File: src/rtl/core/lee_pkg.sv
`timescale 1ns / 1ps
// lee_pkg: shared types, constants and the microcode program of the led effect engine
// used by lee_div, led_effect_engine and the testbench; depends on nothing

package lee_pkg;

    // widths
    localparam int unsigned LEE_POS_W      = 16;
    localparam int unsigned LEE_DIV_W      = 24;
    localparam int unsigned LEE_COUNT_W    = $clog2(LEE_DIV_W + 1);
    localparam int unsigned LEE_UPC_W      = 4;
    localparam int unsigned LEE_ADDR_W     = 5;
    localparam int unsigned LEE_DATA_W     = 32;
    localparam int unsigned LEE_TICK_MS    = 20;

    // reset values and arithmetic constants
    localparam logic [15:0] LEE_PERIOD_RESET = 16'd1000;
    localparam logic [6:0]  LEE_DUTY_RESET   = 7'd50;
    localparam logic [6:0]  LEE_DUTY_MAX     = 7'd100;
    localparam logic [6:0]  LEE_DUTY_DEFAULT = 7'd50;
    localparam logic [15:0] LEE_PERCENT      = 16'd100;
    localparam logic [7:0]  LEE_PHASE_MAX    = 8'd255;
    // x / 255 == (x * 0x8081) >> 23 for every 16-bit x
    localparam logic [15:0] LEE_RECIP_255    = 16'h8081;
    localparam int unsigned LEE_RECIP_SHIFT  = 23;

    // register indexes (byte address / 4)
    localparam logic [2:0] REG_EFFECT_MODE  = 3'd0;
    localparam logic [2:0] REG_RED_LEVEL    = 3'd1;
    localparam logic [2:0] REG_GREEN_LEVEL  = 3'd2;
    localparam logic [2:0] REG_BLUE_LEVEL   = 3'd3;
    localparam logic [2:0] REG_PERIOD_MS    = 3'd4;
    localparam logic [2:0] REG_DUTY_PERCENT = 3'd5;

    typedef enum logic [1:0] {
        MODE_OFF     = 2'd0,
        MODE_SOLID   = 2'd1,
        MODE_BLINK   = 2'd2,
        MODE_BREATHE = 2'd3
    } effect_mode_t;

    typedef struct packed {
        logic                 start;
        logic [LEE_DIV_W-1:0] dividend;
        logic [LEE_POS_W-1:0] divisor;
    } div_req_t;

    typedef struct packed {
        logic                 busy;
        logic [LEE_DIV_W-1:0] quotient;
        logic [LEE_POS_W-1:0] remainder;
    } div_rsp_t;

    typedef enum logic [3:0] {
        OP_NOP         = 4'd0,
        OP_ACCEPT      = 4'd1,
        OP_MOD_WAIT    = 4'd2,
        OP_BLACK       = 4'd3,
        OP_BASE        = 4'd4,
        OP_PHASE_MUL   = 4'd5,
        OP_PHASE_DIV   = 4'd6,
        OP_PHASE_WAIT  = 4'd7,
        OP_SCALE_MUL   = 4'd8,
        OP_SCALE_STORE = 4'd9,
        OP_ONTIME_MUL  = 4'd10,
        OP_BLINK_CMP   = 4'd11,
        OP_EMIT        = 4'd13
    } ucode_op_t;

    typedef enum logic [3:0] {
        C_NEXT       = 4'd0,
        C_ALWAYS     = 4'd1,
        C_NO_INPUT   = 4'd2,
        C_DIV_BUSY   = 4'd3,
        C_MODE_OFF   = 4'd4,
        C_MODE_SOLID = 4'd5,
        C_MODE_BLINK = 4'd6,
        C_HALF_ZERO  = 4'd7,
        C_CHAN_MORE  = 4'd8,
        C_OUT_BUSY   = 4'd9
    } ucode_cond_t;

    typedef struct packed {
        ucode_op_t            op;
        ucode_cond_t          cond;
        logic [LEE_UPC_W-1:0] target;
    } ctrl_word_t;

    // step addresses
    localparam logic [LEE_UPC_W-1:0] UPC_WAIT        = 4'd0;
    localparam logic [LEE_UPC_W-1:0] UPC_MOD_WAIT    = 4'd1;
    localparam logic [LEE_UPC_W-1:0] UPC_BLACK       = 4'd2;
    localparam logic [LEE_UPC_W-1:0] UPC_BASE        = 4'd3;
    localparam logic [LEE_UPC_W-1:0] UPC_DISPATCH    = 4'd4;
    localparam logic [LEE_UPC_W-1:0] UPC_PHASE_MUL   = 4'd5;
    localparam logic [LEE_UPC_W-1:0] UPC_PHASE_DIV   = 4'd6;
    localparam logic [LEE_UPC_W-1:0] UPC_PHASE_WAIT  = 4'd7;
    localparam logic [LEE_UPC_W-1:0] UPC_SCALE_MUL   = 4'd8;
    localparam logic [LEE_UPC_W-1:0] UPC_SCALE_STORE = 4'd9;
    localparam logic [LEE_UPC_W-1:0] UPC_BREATHE_END = 4'd10;
    localparam logic [LEE_UPC_W-1:0] UPC_ONTIME_MUL  = 4'd11;
    localparam logic [LEE_UPC_W-1:0] UPC_BLINK_CMP   = 4'd12;
    localparam logic [LEE_UPC_W-1:0] UPC_SPARE       = 4'd13;
    localparam logic [LEE_UPC_W-1:0] UPC_EMIT        = 4'd14;
    localparam logic [LEE_UPC_W-1:0] UPC_RETURN      = 4'd15;

    function automatic ctrl_word_t ucode_rom(input logic [LEE_UPC_W-1:0] addr);
        ctrl_word_t w;
        w = '{op: OP_NOP, cond: C_ALWAYS, target: UPC_WAIT};
        unique case (addr)
            UPC_WAIT:        w = '{op: OP_ACCEPT,      cond: C_NO_INPUT,   target: UPC_WAIT};
            UPC_MOD_WAIT:    w = '{op: OP_MOD_WAIT,    cond: C_DIV_BUSY,   target: UPC_MOD_WAIT};
            UPC_BLACK:       w = '{op: OP_BLACK,       cond: C_MODE_OFF,   target: UPC_EMIT};
            UPC_BASE:        w = '{op: OP_BASE,        cond: C_MODE_SOLID, target: UPC_EMIT};
            UPC_DISPATCH:    w = '{op: OP_NOP,         cond: C_MODE_BLINK,
                                   target: UPC_ONTIME_MUL};
            UPC_PHASE_MUL:   w = '{op: OP_PHASE_MUL,   cond: C_HALF_ZERO,
                                   target: UPC_SCALE_MUL};
            UPC_PHASE_DIV:   w = '{op: OP_PHASE_DIV,   cond: C_NEXT,       target: UPC_WAIT};
            UPC_PHASE_WAIT:  w = '{op: OP_PHASE_WAIT,  cond: C_DIV_BUSY,
                                   target: UPC_PHASE_WAIT};
            UPC_SCALE_MUL:   w = '{op: OP_SCALE_MUL,   cond: C_NEXT,       target: UPC_WAIT};
            UPC_SCALE_STORE: w = '{op: OP_SCALE_STORE, cond: C_CHAN_MORE,
                                   target: UPC_SCALE_MUL};
            UPC_BREATHE_END: w = '{op: OP_NOP,         cond: C_ALWAYS,     target: UPC_EMIT};
            UPC_ONTIME_MUL:  w = '{op: OP_ONTIME_MUL,  cond: C_NEXT,       target: UPC_WAIT};
            UPC_BLINK_CMP:   w = '{op: OP_BLINK_CMP,   cond: C_ALWAYS,     target: UPC_EMIT};
            // unused step, falls back to idle
            UPC_SPARE:       w = '{op: OP_NOP,         cond: C_ALWAYS,     target: UPC_WAIT};
            UPC_EMIT:        w = '{op: OP_EMIT,        cond: C_OUT_BUSY,   target: UPC_EMIT};
            UPC_RETURN:      w = '{op: OP_NOP,         cond: C_ALWAYS,     target: UPC_WAIT};
        endcase
        return w;
    endfunction

endpackage

File: src/rtl/core/lee_div.sv
`timescale 1ns / 1ps
// lee_div: shared restoring divider, one quotient bit per cycle
// depends on lee_pkg

module lee_div (
    input  logic              clk,
    input  logic              rst_n,
    input  lee_pkg::div_req_t req,
    output lee_pkg::div_rsp_t rsp
);
    import lee_pkg::*;

    logic                   busy_reg, busy_next;
    logic [LEE_COUNT_W-1:0] count_reg, count_next;
    logic [LEE_POS_W-1:0]   rem_reg, rem_next;
    logic [LEE_DIV_W-1:0]   quo_reg, quo_next;
    logic [LEE_POS_W-1:0]   dvs_reg, dvs_next;
    logic [LEE_POS_W:0]     shifted;
    logic [LEE_POS_W+1:0]   diff;

    assign shifted = {rem_reg, quo_reg[LEE_DIV_W-1]};
    assign diff    = {1'b0, shifted} - {2'b00, dvs_reg};

    always_comb
    begin
        busy_next  = busy_reg;
        count_next = count_reg;
        rem_next   = rem_reg;
        quo_next   = quo_reg;
        dvs_next   = dvs_reg;
        if (req.start)
        begin
            busy_next  = 1'b1;
            count_next = LEE_COUNT_W'(LEE_DIV_W);
            rem_next   = '0;
            quo_next   = req.dividend;
            dvs_next   = req.divisor;
        end
        else if (busy_reg)
        begin
            // remainder stays below the divisor, so it fits in LEE_POS_W bits
            if (!diff[LEE_POS_W+1])
            begin
                rem_next = diff[LEE_POS_W-1:0];
                quo_next = {quo_reg[LEE_DIV_W-2:0], 1'b1};
            end
            else
            begin
                rem_next = shifted[LEE_POS_W-1:0];
                quo_next = {quo_reg[LEE_DIV_W-2:0], 1'b0};
            end
            count_next = count_reg - LEE_COUNT_W'(1);
            if (count_reg == LEE_COUNT_W'(1))
            begin
                busy_next = 1'b0;
            end
        end
    end

    always_ff @(posedge clk or negedge rst_n)
    begin
        if (!rst_n)
        begin
            busy_reg  <= 1'b0;
            count_reg <= '0;
        end
        else
        begin
            busy_reg  <= busy_next;
            count_reg <= count_next;
        end
    end

    always_ff @(posedge clk)
    begin
        rem_reg <= rem_next;
        quo_reg <= quo_next;
        dvs_reg <= dvs_next;
    end

    assign rsp.busy      = busy_reg;
    assign rsp.quotient  = quo_reg;
    assign rsp.remainder = rem_reg;

endmodule

File: src/rtl/core/led_effect_engine.sv
`timescale 1ns / 1ps
// led_effect_engine: top level, apb registers, microcode sequencer and datapath
// depends on lee_pkg and lee_div
//
//  channel  | handshake                  | payload
//  ---------+----------------------------+----------------------------------
//  tick     | tick_valid / tick_stall    | tick
//  colour   | colour_valid / colour_stall| out_red, out_green, out_blue
//  config   | apb psel/penable/pwrite    | paddr[4:0], pwdata, prdata
//
// one tick transaction at a time; the time from one accepted tick to the next is set by the
// shared divider (one run for the position and one more for the breathe phase) and by the
// three sequential channel scaling steps
// a stalled colour holds the sequencer at the emit step until the output register frees
// the next tick is taken while the previous colour still waits in the output register
// reset clears the registers to their defaults and the time position to zero

module led_effect_engine #(
    parameter int unsigned TICK_MS = lee_pkg::LEE_TICK_MS
) (
    input  logic                            clk,
    input  logic                            rst_n,
    // apb
    input  logic                            psel,
    input  logic                            penable,
    input  logic                            pwrite,
    input  logic [lee_pkg::LEE_ADDR_W-1:0]  paddr,
    input  logic [lee_pkg::LEE_DATA_W-1:0]  pwdata,
    output logic [lee_pkg::LEE_DATA_W-1:0]  prdata,
    output logic                            pready,
    // tick input
    input  logic                            tick_valid,
    output logic                            tick_stall,
    input  logic                            tick,
    // colour output
    output logic                            colour_valid,
    input  logic                            colour_stall,
    output logic [7:0]                      out_red,
    output logic [7:0]                      out_green,
    output logic [7:0]                      out_blue
);
    import lee_pkg::*;

    // configuration
    effect_mode_t   mode_reg;
    logic [7:0]     red_level_reg;
    logic [7:0]     green_level_reg;
    logic [7:0]     blue_level_reg;
    logic [15:0]    period_reg;
    logic [6:0]     duty_reg;

    // sequencer and datapath
    logic [LEE_UPC_W-1:0] upc_reg, upc_next;
    logic [LEE_POS_W-1:0] pos_reg;
    logic [LEE_DIV_W-1:0] prod_reg;
    logic [7:0]           phase_reg;
    logic [1:0]           chan_reg;
    logic [7:0]           col_reg [3];
    logic                 colour_valid_reg;
    logic [7:0]           out_red_reg, out_green_reg, out_blue_reg;

    ctrl_word_t           cw;
    logic                 cond_true;
    logic                 cfg_write;
    logic                 tick_accept;
    logic                 out_busy;
    logic [LEE_POS_W-1:0] eff_period;
    logic [6:0]           eff_duty;
    logic [LEE_POS_W-1:0] half;
    logic [LEE_POS_W-1:0] ramp_pos;
    logic [7:0]           level_sel;
    logic [31:0]          recip_prod;
    logic [7:0]           phase_sat;
    logic [LEE_DIV_W-1:0] blink_scaled;
    div_req_t             div_req;
    div_rsp_t             div_rsp;

    assign cw          = ucode_rom(upc_reg);
    assign cfg_write   = psel && penable && pwrite;
    assign tick_stall  = (cw.op != OP_ACCEPT);
    assign tick_accept = tick_valid && !tick_stall;
    assign out_busy    = colour_valid_reg && colour_stall;
    assign pready      = 1'b1;

    assign eff_period = (period_reg == '0) ? LEE_POS_W'(1) : period_reg;
    assign eff_duty   = (duty_reg > LEE_DUTY_MAX) ? LEE_DUTY_DEFAULT : duty_reg;
    assign half       = eff_period >> 1;
    // rising half uses the position, falling half the distance to the period end
    assign ramp_pos   = (pos_reg < half) ? pos_reg : (eff_period - pos_reg);
    assign phase_sat  = (div_rsp.quotient > LEE_DIV_W'(LEE_PHASE_MAX))
                        ? LEE_PHASE_MAX : div_rsp.quotient[7:0];
    assign recip_prod = 32'(prod_reg[15:0]) * 32'(LEE_RECIP_255);
    // position below period*duty/100 exactly when 100*(position+1) <= period*duty
    assign blink_scaled = (LEE_DIV_W'(pos_reg) + LEE_DIV_W'(1)) * LEE_DIV_W'(LEE_PERCENT);

    always_comb
    begin
        unique case (chan_reg)
            2'd0:    level_sel = red_level_reg;
            2'd1:    level_sel = green_level_reg;
            default: level_sel = blue_level_reg;
        endcase
    end

    // divider requests
    always_comb
    begin
        div_req.start    = 1'b0;
        div_req.dividend = prod_reg;
        div_req.divisor  = eff_period;
        unique case (cw.op)
            OP_ACCEPT:
            begin
                div_req.start    = tick_accept;
                div_req.dividend = LEE_DIV_W'(pos_reg) + (tick ? LEE_DIV_W'(TICK_MS) : '0);
                div_req.divisor  = eff_period;
            end
            OP_PHASE_DIV:
            begin
                div_req.start   = 1'b1;
                div_req.divisor = half;
            end
            default:
            begin
                div_req.start = 1'b0;
            end
        endcase
    end

    lee_div u_div (
        .clk   (clk),
        .rst_n (rst_n),
        .req   (div_req),
        .rsp   (div_rsp)
    );

    // branch conditions
    always_comb
    begin
        unique case (cw.cond)
            C_NEXT:       cond_true = 1'b0;
            C_ALWAYS:     cond_true = 1'b1;
            C_NO_INPUT:   cond_true = !tick_accept;
            C_DIV_BUSY:   cond_true = div_rsp.busy;
            C_MODE_OFF:   cond_true = (mode_reg == MODE_OFF);
            C_MODE_SOLID: cond_true = (mode_reg == MODE_SOLID);
            C_MODE_BLINK: cond_true = (mode_reg == MODE_BLINK);
            C_HALF_ZERO:  cond_true = (half == '0);
            C_CHAN_MORE:  cond_true = (chan_reg != 2'd2);
            C_OUT_BUSY:   cond_true = out_busy;
            default:      cond_true = 1'b0;
        endcase
    end

    assign upc_next = cond_true ? cw.target : (upc_reg + LEE_UPC_W'(1));

    // control state: step counter, time position, output valid, registers
    always_ff @(posedge clk or negedge rst_n)
    begin
        if (!rst_n)
        begin
            upc_reg          <= UPC_WAIT;
            pos_reg          <= '0;
            colour_valid_reg <= 1'b0;
            mode_reg         <= MODE_OFF;
            red_level_reg    <= '0;
            green_level_reg  <= '0;
            blue_level_reg   <= '0;
            period_reg       <= LEE_PERIOD_RESET;
            duty_reg         <= LEE_DUTY_RESET;
        end
        else
        begin
            upc_reg <= upc_next;
            if (cw.op == OP_EMIT && !out_busy)
            begin
                colour_valid_reg <= 1'b1;
            end
            else if (colour_valid_reg && !colour_stall)
            begin
                colour_valid_reg <= 1'b0;
            end
            if (cfg_write && (paddr[4:2] <= REG_DUTY_PERCENT))
            begin
                pos_reg <= '0;
            end
            else if (cw.op == OP_MOD_WAIT && !div_rsp.busy)
            begin
                pos_reg <= div_rsp.remainder;
            end
            if (cfg_write)
            begin
                unique case (paddr[4:2])
                    REG_EFFECT_MODE:  mode_reg        <= effect_mode_t'(pwdata[1:0]);
                    REG_RED_LEVEL:    red_level_reg   <= pwdata[7:0];
                    REG_GREEN_LEVEL:  green_level_reg <= pwdata[7:0];
                    REG_BLUE_LEVEL:   blue_level_reg  <= pwdata[7:0];
                    REG_PERIOD_MS:    period_reg      <= pwdata[15:0];
                    REG_DUTY_PERCENT: duty_reg        <= pwdata[6:0];
                    default:          ;
                endcase
            end
        end
    end

    // datapath payload
    always_ff @(posedge clk)
    begin
        unique case (cw.op)
            OP_BLACK:
            begin
                col_reg[0] <= '0;
                col_reg[1] <= '0;
                col_reg[2] <= '0;
            end
            OP_BASE:
            begin
                col_reg[0] <= red_level_reg;
                col_reg[1] <= green_level_reg;
                col_reg[2] <= blue_level_reg;
            end
            OP_PHASE_MUL:
            begin
                prod_reg  <= LEE_DIV_W'(ramp_pos) * LEE_DIV_W'(LEE_PHASE_MAX);
                phase_reg <= LEE_PHASE_MAX;
                chan_reg  <= 2'd0;
            end
            OP_PHASE_WAIT:
            begin
                if (!div_rsp.busy)
                begin
                    phase_reg <= phase_sat;
                end
            end
            OP_SCALE_MUL:
            begin
                prod_reg <= LEE_DIV_W'(level_sel) * LEE_DIV_W'(phase_reg);
            end
            OP_SCALE_STORE:
            begin
                col_reg[chan_reg] <= recip_prod[LEE_RECIP_SHIFT+7:LEE_RECIP_SHIFT];
                chan_reg          <= chan_reg + 2'd1;
            end
            OP_ONTIME_MUL:
            begin
                prod_reg <= LEE_DIV_W'(eff_period) * LEE_DIV_W'(eff_duty);
            end
            OP_BLINK_CMP:
            begin
                if (blink_scaled <= prod_reg)
                begin
                    col_reg[0] <= red_level_reg;
                    col_reg[1] <= green_level_reg;
                    col_reg[2] <= blue_level_reg;
                end
                else
                begin
                    col_reg[0] <= '0;
                    col_reg[1] <= '0;
                    col_reg[2] <= '0;
                end
            end
            OP_EMIT:
            begin
                if (!out_busy)
                begin
                    out_red_reg   <= col_reg[0];
                    out_green_reg <= col_reg[1];
                    out_blue_reg  <= col_reg[2];
                end
            end
            default:
            begin
            end
        endcase
    end

    // register read back
    always_comb
    begin
        unique case (paddr[4:2])
            REG_EFFECT_MODE:  prdata = LEE_DATA_W'(mode_reg);
            REG_RED_LEVEL:    prdata = LEE_DATA_W'(red_level_reg);
            REG_GREEN_LEVEL:  prdata = LEE_DATA_W'(green_level_reg);
            REG_BLUE_LEVEL:   prdata = LEE_DATA_W'(blue_level_reg);
            REG_PERIOD_MS:    prdata = LEE_DATA_W'(period_reg);
            REG_DUTY_PERCENT: prdata = LEE_DATA_W'(duty_reg);
            default:          prdata = '0;
        endcase
    end

    assign colour_valid = colour_valid_reg;
    assign out_red      = out_red_reg;
    assign out_green    = out_green_reg;
    assign out_blue     = out_blue_reg;

endmodule

File: config.mk
export PLATFORM = sky130hd
export DESIGN_NAME = led_effect_engine
export DESIGN_NICKNAME = d
export VERILOG_FILES = /design/src/rtl/core/lee_pkg.sv /design/src/rtl/core/lee_div.sv /design/src/rtl/core/led_effect_engine.sv
export SDC_FILE = /design/constraint.sdc
export NUM_CORES = 1
export LEC_CHECK = 0
export ABC_AREA = 1
export BUFFER_PORTS_ARGS = -buffer_cell sky130_fd_sc_hd__buf_2
export CAP_MARGIN = 10
export CORE_MARGIN = 8
export CORE_UTILIZATION = 55
export CTS_CLUSTER_SIZE = 12
export DETAILED_ROUTE_END_ITERATION = 6
export GPL_TIMING_DRIVEN = 0
export HOLD_SLACK_MARGIN = 0.03
export PLACE_DENSITY = 0.78
export SYNTH_ARGS = -nofsm -noshare
export SYNTH_HDL_FRONTEND = slang
export SYNTH_SLANG_ARGS = --single-unit
File: constraint.sdc
create_clock -name clk -period 14.67 [get_ports clk]
set_clock_uncertainty 0.15 [all_clocks]
set_input_delay 2.2005 -clock clk [delete_from_list [all_inputs] [get_ports clk]]
set_output_delay 2.2005 -clock clk [all_outputs]
set_load 0.05 [all_outputs]
* Word level (Yosys, flattened, before mapping)
Memory sizes are Yosys's and may differ from the RTL's. A register that Yosys moved wholly into a read port is not among the register bits.
Cells that the tools add are included.
Widths: inputs -> output; s select.
** Storage, ports and cells
- Register bits after elaboration :: 166
- Memory bits (writable) :: 24
- Memory bits (read-only) :: 192
- Word-level logic and storage cells :: 166
- Memories :: 2
** Memories
- (no name shown) :: depth 16, bits a word 12, rd ports 1, clocked after memory_dff 0, wr ports 0, RTL line lee_pkg.sv:110 : unique case (addr)
- col_reg :: depth 3, bits a word 8, rd ports 3, clocked after memory_dff 3, wr ports 3, RTL line led_effect_engine.sv:58 : logic [7:0] col_reg [3];
** Cells by class
- Add/sub/neg operators :: 7
- Multiply operators :: 5
- $lt $le $gt $ge :: 5
- Eq/ne operators :: 33
- Multiplexer cells :: 53
- Bitwise gates (word level) :: 10
- Reduce and logical (&&, ||, !) cells :: 33
** Operator list (number)
- $mux 8 :: 12
- $pmux 16 s6 :: 1
- $mux 16 :: 5
- $mux 24 :: 3
- $pmux 24 s3 :: 1
- $eq 4x3->1 const B :: 8
- $logic_not 16->1 :: 2
- $pmux 8 s2 :: 2
- $mul 16x16->31 const B :: 1
- $eq 4x4->1 const B :: 7
- $gt 24x8->1 const B :: 1
- $le 24x24->1 :: 1
- $mul 16x8->24 const B :: 1
- $mul 16x7->23 :: 1
- $mul 17x5->22 const B :: 1
- $mux 1 :: 19
- $sub 17x16->18 :: 1
- $add 16x1->17 const B :: 1
- $add 16x5->17 :: 1
- $eq 4x2->1 const B :: 4
- $lt 16x15->1 :: 1
- $mul 8x8->16 :: 1
- $reduce_and 2->1 :: 8
- $sub 16x16->16 :: 1
- 31 further kinds :: 62

* Logic depth before layout (Yosys ltp)
- Depth after elaboration :: 9
- Gate-level depth with buffers :: 40

* Modules after synthesis
From an unflattened synthesis, not the netlist that was laid out.
** Unflattened totals
- Cell total of the unflattened synthesis :: 3492
- Area total of the unflattened synthesis :: 26135.1 um^2
** Modules (own cells, without submodules)
- led_effect_engine :: times used 1, cells an instance 3021, area each 22497.8 um^2
- lee_div :: times used 1, cells an instance 471, area each 3637.2 um^2

* Worst setup path before layout
No wires, ideal clock.
- Kind :: reg-to-reg
- From :: register period_reg[8]
- To :: register prod_reg[23], data pin
- Data arrival time :: 6476 ps
- Required time :: 14261 ps
- Path slack :: 7785 ps
- Stages on the path, launching flop included :: 33
- Path buffers :: 1
- Period minus slack after synthesis :: 6885 ps
- Cell sequence :: dfstp_2 clkbuf_1 inv_1 nand3_1 nor4_1 a21oi_1 ha_1 inv_1 fa_1 nand3_1 nand3_1 nand2_1 nand2_1 a21oi_1 xor2_1 nand2_1 o21ai_0 inv_1 fa_1 fa_1 fa_1 inv_1 fa_1 inv_1 ha_1 nand2_1 inv_1 a21boi_0 nand2_1 nand2_1 nand3_1 o21ai_0 a21oi_1
** Between the ends
- Word-level cells in the longest chain between the ends :: 6
- Elaborated cells on any way between the ends :: 7
** RTL lines
- from (decl) :: RTL line led_effect_engine.sv:49 : logic [15:0] period_reg;
- from (signal assigned) :: RTL line led_effect_engine.sv:198 : REG_PERIOD_MS: period_reg <= pwdata[15:0];
- $logic_not 16->1 :: RTL line led_effect_engine.sv:85 : assign eff_period = (period_reg == '0) ? LEE_POS_W'(1) : period_reg;
- $mux 16 * :: RTL line led_effect_engine.sv:85
- $sub 16x16->16 / $lt 16x15->1 (equally long branches) :: RTL line led_effect_engine.sv:89 : assign ramp_pos = (pos_reg < half) ? pos_reg : (eff_period - pos_reg);
- $mux 16 * :: RTL line led_effect_engine.sv:89
- $mul 16x8->24 * :: RTL line led_effect_engine.sv:224 : prod_reg <= LEE_DIV_W'(ramp_pos) * LEE_DIV_W'(LEE_PHASE_MAX);
- $pmux 24 s3 * :: RTL line led_effect_engine.sv:209 : unique case (cw.op)
- to (signal assigned) :: RTL line led_effect_engine.sv:224
- to (signal assigned) :: RTL line led_effect_engine.sv:237 : prod_reg <= LEE_DIV_W'(level_sel) * LEE_DIV_W'(phase_reg);
- to (signal assigned) :: RTL line led_effect_engine.sv:246 : prod_reg <= LEE_DIV_W'(eff_period) * LEE_DIV_W'(eff_duty);
- to (decl) :: RTL line led_effect_engine.sv:55 : logic [LEE_DIV_W-1:0] prod_reg;
Every way passes the cells marked *; elsewhere a longest branch is shown, timed or not.
A chain may end at the register's enable or synchronous reset.

* Worst setup path in the final report
- From :: register period_reg[5]
- To :: register prod_reg[22], data pin
** Between the ends
- Word-level cells in the longest chain between the ends :: 6
- Elaborated cells on any way between the ends :: 8
** RTL lines (RTL line)
- $logic_not 16->1 :: led_effect_engine.sv:85
- $mux 16 * :: led_effect_engine.sv:85
- $sub 16x16->16 / $lt 16x15->1 (equally long branches) :: led_effect_engine.sv:89
- $mux 16 :: led_effect_engine.sv:89
- $mul 16x8->24 :: led_effect_engine.sv:224
- $pmux 24 s3 * :: led_effect_engine.sv:209
Marked as above.

==> flow_summary.toml <==
[run_status]
run_status = "completed"

[timing]
timing_worst_slew_pin_value_ps = 1123
fmaxAchievable_mhz = 109.7
worst_slew_margin_rel_pct = 24.34
min_period_over_period_pct = 62.11
fin_setup_tns_ps = 0
final-setup-viol-count = 0
period_minus_slack_ps = 9112
final_max_slew_viol_count = 0
hold-worst-slack_ps = 266.8
timing_hold_violations_final = 0
unrepaired_setup_endpoints_after_global_routing = "no"

[critical_path]
reg2reg_from = "period_reg[5]$_DFFE_PN1P_"
worst_path_max_delay_cell = "sky130_fd_sc_hd__fa_1"
worst_ep_arrival_time_ps = 9180
cpMostUsedCell = "sky130_fd_sc_hd__inv_1"
critical_path.startpoint_type = "flop"
beginning_of_the_critical_path = "period_reg[5]$_DFFE_PN1P_"
reg2reg_setup_slack_ps = 5560
worst_setup_path_endpoint = "prod_reg[22]$_DFFE_PP_"
worst_reg2reg_path_endpoint = "prod_reg[22]$_DFFE_PP_"
critical_path_peak_fanout = 10
path_class = "reg -> reg"
reg2reg_depth = 31
endpoint_kind = "flop"
max_stage_delay_ps = 630
critical_path_required_ps = 14730

[yosys]
yosys-mux-area-fraction_pct = 0
synth-xor-area-share_pct = 2.754
synthCells = 3391
synth.cell_area_sq_um = 25760
yosys_register_bits = 214
synth_area_in_simple_gates_pct = 22.55
synth_area_per_cell_sq_um = 7.596
synth_top_family_by_area = "adder cells"
post_synth_fa_ha_maj_area_fraction_pct = 29.60
yosysSeqAreaShare_pct = 22.89
post_synth_num_cell_types = 60
yosys_warnings = 0
synth_compound_area_share_pct = 11.25

[cells_and_area]
layout-drive-gt1-share_pct = 6.422
num-fill-cells = 4214
mostFrequentLayoutCells = "sky130_fd_sc_hd__nand2_1, sky130_fd_sc_hd__inv_1, sky130_fd_sc_hd__ha_1, sky130_fd_sc_hd__nor2_1, sky130_fd_sc_hd__o21ai_0"
syn_to_final_growth_pct = 7.602
area.sequential_sq_um = 5897
fin_nets = 4048
area_used_by_multi_input_combinational_logic_sq_um = 17110
layout.cells.non_filler = 4126
antenna_cells = 0
design_area_sq_um = 27720
final_common_cell = "sky130_fd_sc_hd__nand2_1"

[route]
postRouteWirelength_mm = 75.66
detail-route-antenna-nets = 0
post-route-drc-count = 0
drtPass1Iterations = 6
routed_wire_length_per_instance_um = 18.34
drtIter0Drc = 2532
vias = 23300
avgViaCountPerCell = 5.647

[clocking]
ctsRootBufferMaster = "sky130_fd_sc_hd__clkbuf_16"
cts_tree = "done"
post_cts_hold_buffer_count = 0
clock_tree.buffer_depth = 3
numClockSinks = 214
clock_latency_ps = 560
cts_htree_levels = 1
path_clk_slew_ps = 60
cts_setup_buffers = 0
cts_inserted_buffers = 24
cts_resized = 0

[floorplan]
boundaryPins = 104
height_of_the_die_um = 232.4
row_count = 79
floorplan.initialDensity_pct = 55.56
fp.dieArea_sq_um = 54010
coreArea_sq_um = 46360
die_width_um = 232.4

[place]
dp_hpwl_mm = 61.71
finalWeightedCongestion = 1.013
dpl.cell_count = 4082
io_buffer_count = 67
placement.cell_area_sq_um = 26960

[flow_run]
drv.max_cap_violation_count = 0

[global_route]
grt_pass1_vias = 22880
grt_max_degree = 56
groute.usage.overall_pct = 28.03
overflow = 0
antenna_found_initial = 0
grt_pass1_wl_mm = 120.9

[worst_hold_path]
min-delay-path-class = "reg -> reg"
area by class of cell:
| type | count | area share [%] |
|---|---|---|
| Clock inverter | 7 | 0.2438 |
| Buffer | 98 | 1.869 |
| Clock buffer | 37 | 2.492 |
| Timing Repair Buffer | 69 | 1.372 |
| Multi-Input combinational cell | 2488 | 61.73 |
| Inverter | 606 | 8.275 |
| Sequential cell | 214 | 21.28 |
| Tap cell | 607 | 2.740 |
worst min path at each step:
stage	start	to	slack (ps)	cells after the start
floorplan	col_reg[2][0]$_DFFE_PP_	out_blue[0]$_DFFE_PP_	250	0
global placement	col_reg[0][5]$_DFFE_PP_	out_red[5]$_DFFE_PP_	250	0
detailed placement	col_reg[2][0]$_DFFE_PP_	out_blue[0]$_DFFE_PP_	250	0
CTS	col_reg[2][1]$_DFFE_PP_	out_blue[1]$_DFFE_PP_	270	0
global route	col_reg[2][3]$_DFFE_PP_	out_blue[3]$_DFFE_PP_	270	0
finish	col_reg[2][1]$_DFFE_PP_	out_blue[1]$_DFFE_PP_	270	0
synth_stat cells, drive strengths merged:
| library cell | count | share of area [%] |
|---|---|---|
| nand3b | 18 | 0.52 |
| clkbuf | 55 | 0.81 |
| a21boi | 8 | 0.23 |
| or2 | 7 | 0.17 |
| dfstp | 9 | 0.92 |
| and3 | 3 | 0.073 |
| nor3 | 28 | 0.60 |
| o21ai | 217 | 4.3 |
| o2111ai | 2 | 0.068 |
| a21o | 15 | 0.44 |
| dfrtp | 67 | 6.5 |
| a22oi | 1 | 0.029 |
| a21oi | 181 | 3.6 |
| o21bai | 9 | 0.26 |
| bufinv | 1 | 0.068 |
| dfxtp | 16 | 1.2 |
| a31oi | 10 | 0.24 |
| nor4b | 1 | 0.092 |
| o221ai | 3 | 0.10 |
| nor2 | 244 | 3.8 |
| nand3 | 181 | 3.5 |
| xor2 | 57 | 1.9 |
| fa | 179 | 14 |
| clkinv | 1 | 0.015 |
| o21a | 5 | 0.15 |
| ha | 323 | 16 |
| and2 | 2 | 0.049 |
| buf | 43 | 1.2 |
| edfxtp | 122 | 14 |
| conb | 2 | 0.029 |
| xnor2 | 24 | 0.82 |
| nand4 | 38 | 0.92 |
| o31ai | 5 | 0.15 |
| o22ai | 21 | 0.53 |
| o211ai | 33 | 1.1 |
| inv | 604 | 8.8 |
| a211oi | 1 | 0.029 |
| nand2 | 842 | 13 |
| nor4 | 13 | 0.32 |
logic make-up after synthesis:
family,after synthesis
buf+inv,704
flops,214
xor+xnor,81
compound gates,511
other cells,2
simple gates,1377
fa+ha+maj,502
metrics by stage:
stage	setup WS [ps]	util [%]
after floorplan	7785	-
after global placement	5787	58.05
after detailed placement	5742	58.15
after CTS	5658	59.79
after global routing	5231	59.79
final	5558	59.79
routing by layer:
| layer | global-route usage [%] | vias to the layer above | share of wire (%) |
|---|---|---|---|
| met4 | 11.06 | 0 | 4.5 |
| met5 | 0.2755 | - | 0 |
| met3 | 4.287 | 223 | 8.9 |
| met1 | 35.64 | 10860 | 40 |
| met2 | 47.47 | 1088 | 47 |
| li1 | - | 11130 | - |
worst max-delay path, delay by kind of cell (launching register included):
kind | cells | cell delay (ps)
adder cells (fa/ha/maj) | 7 | 3350
AO/OA/AOI/OAI | 6 | 1880
buffers and inverters | 7 | 1490
AND/OR/NAND/NOR | 10 | 1230
flip-flops | 1 | 510
XOR/XNOR | 1 | 160
Power is left out: the tool's default activity adds up to more than one toggle a clock period on the data nets, which glitch-free logic cannot reach.
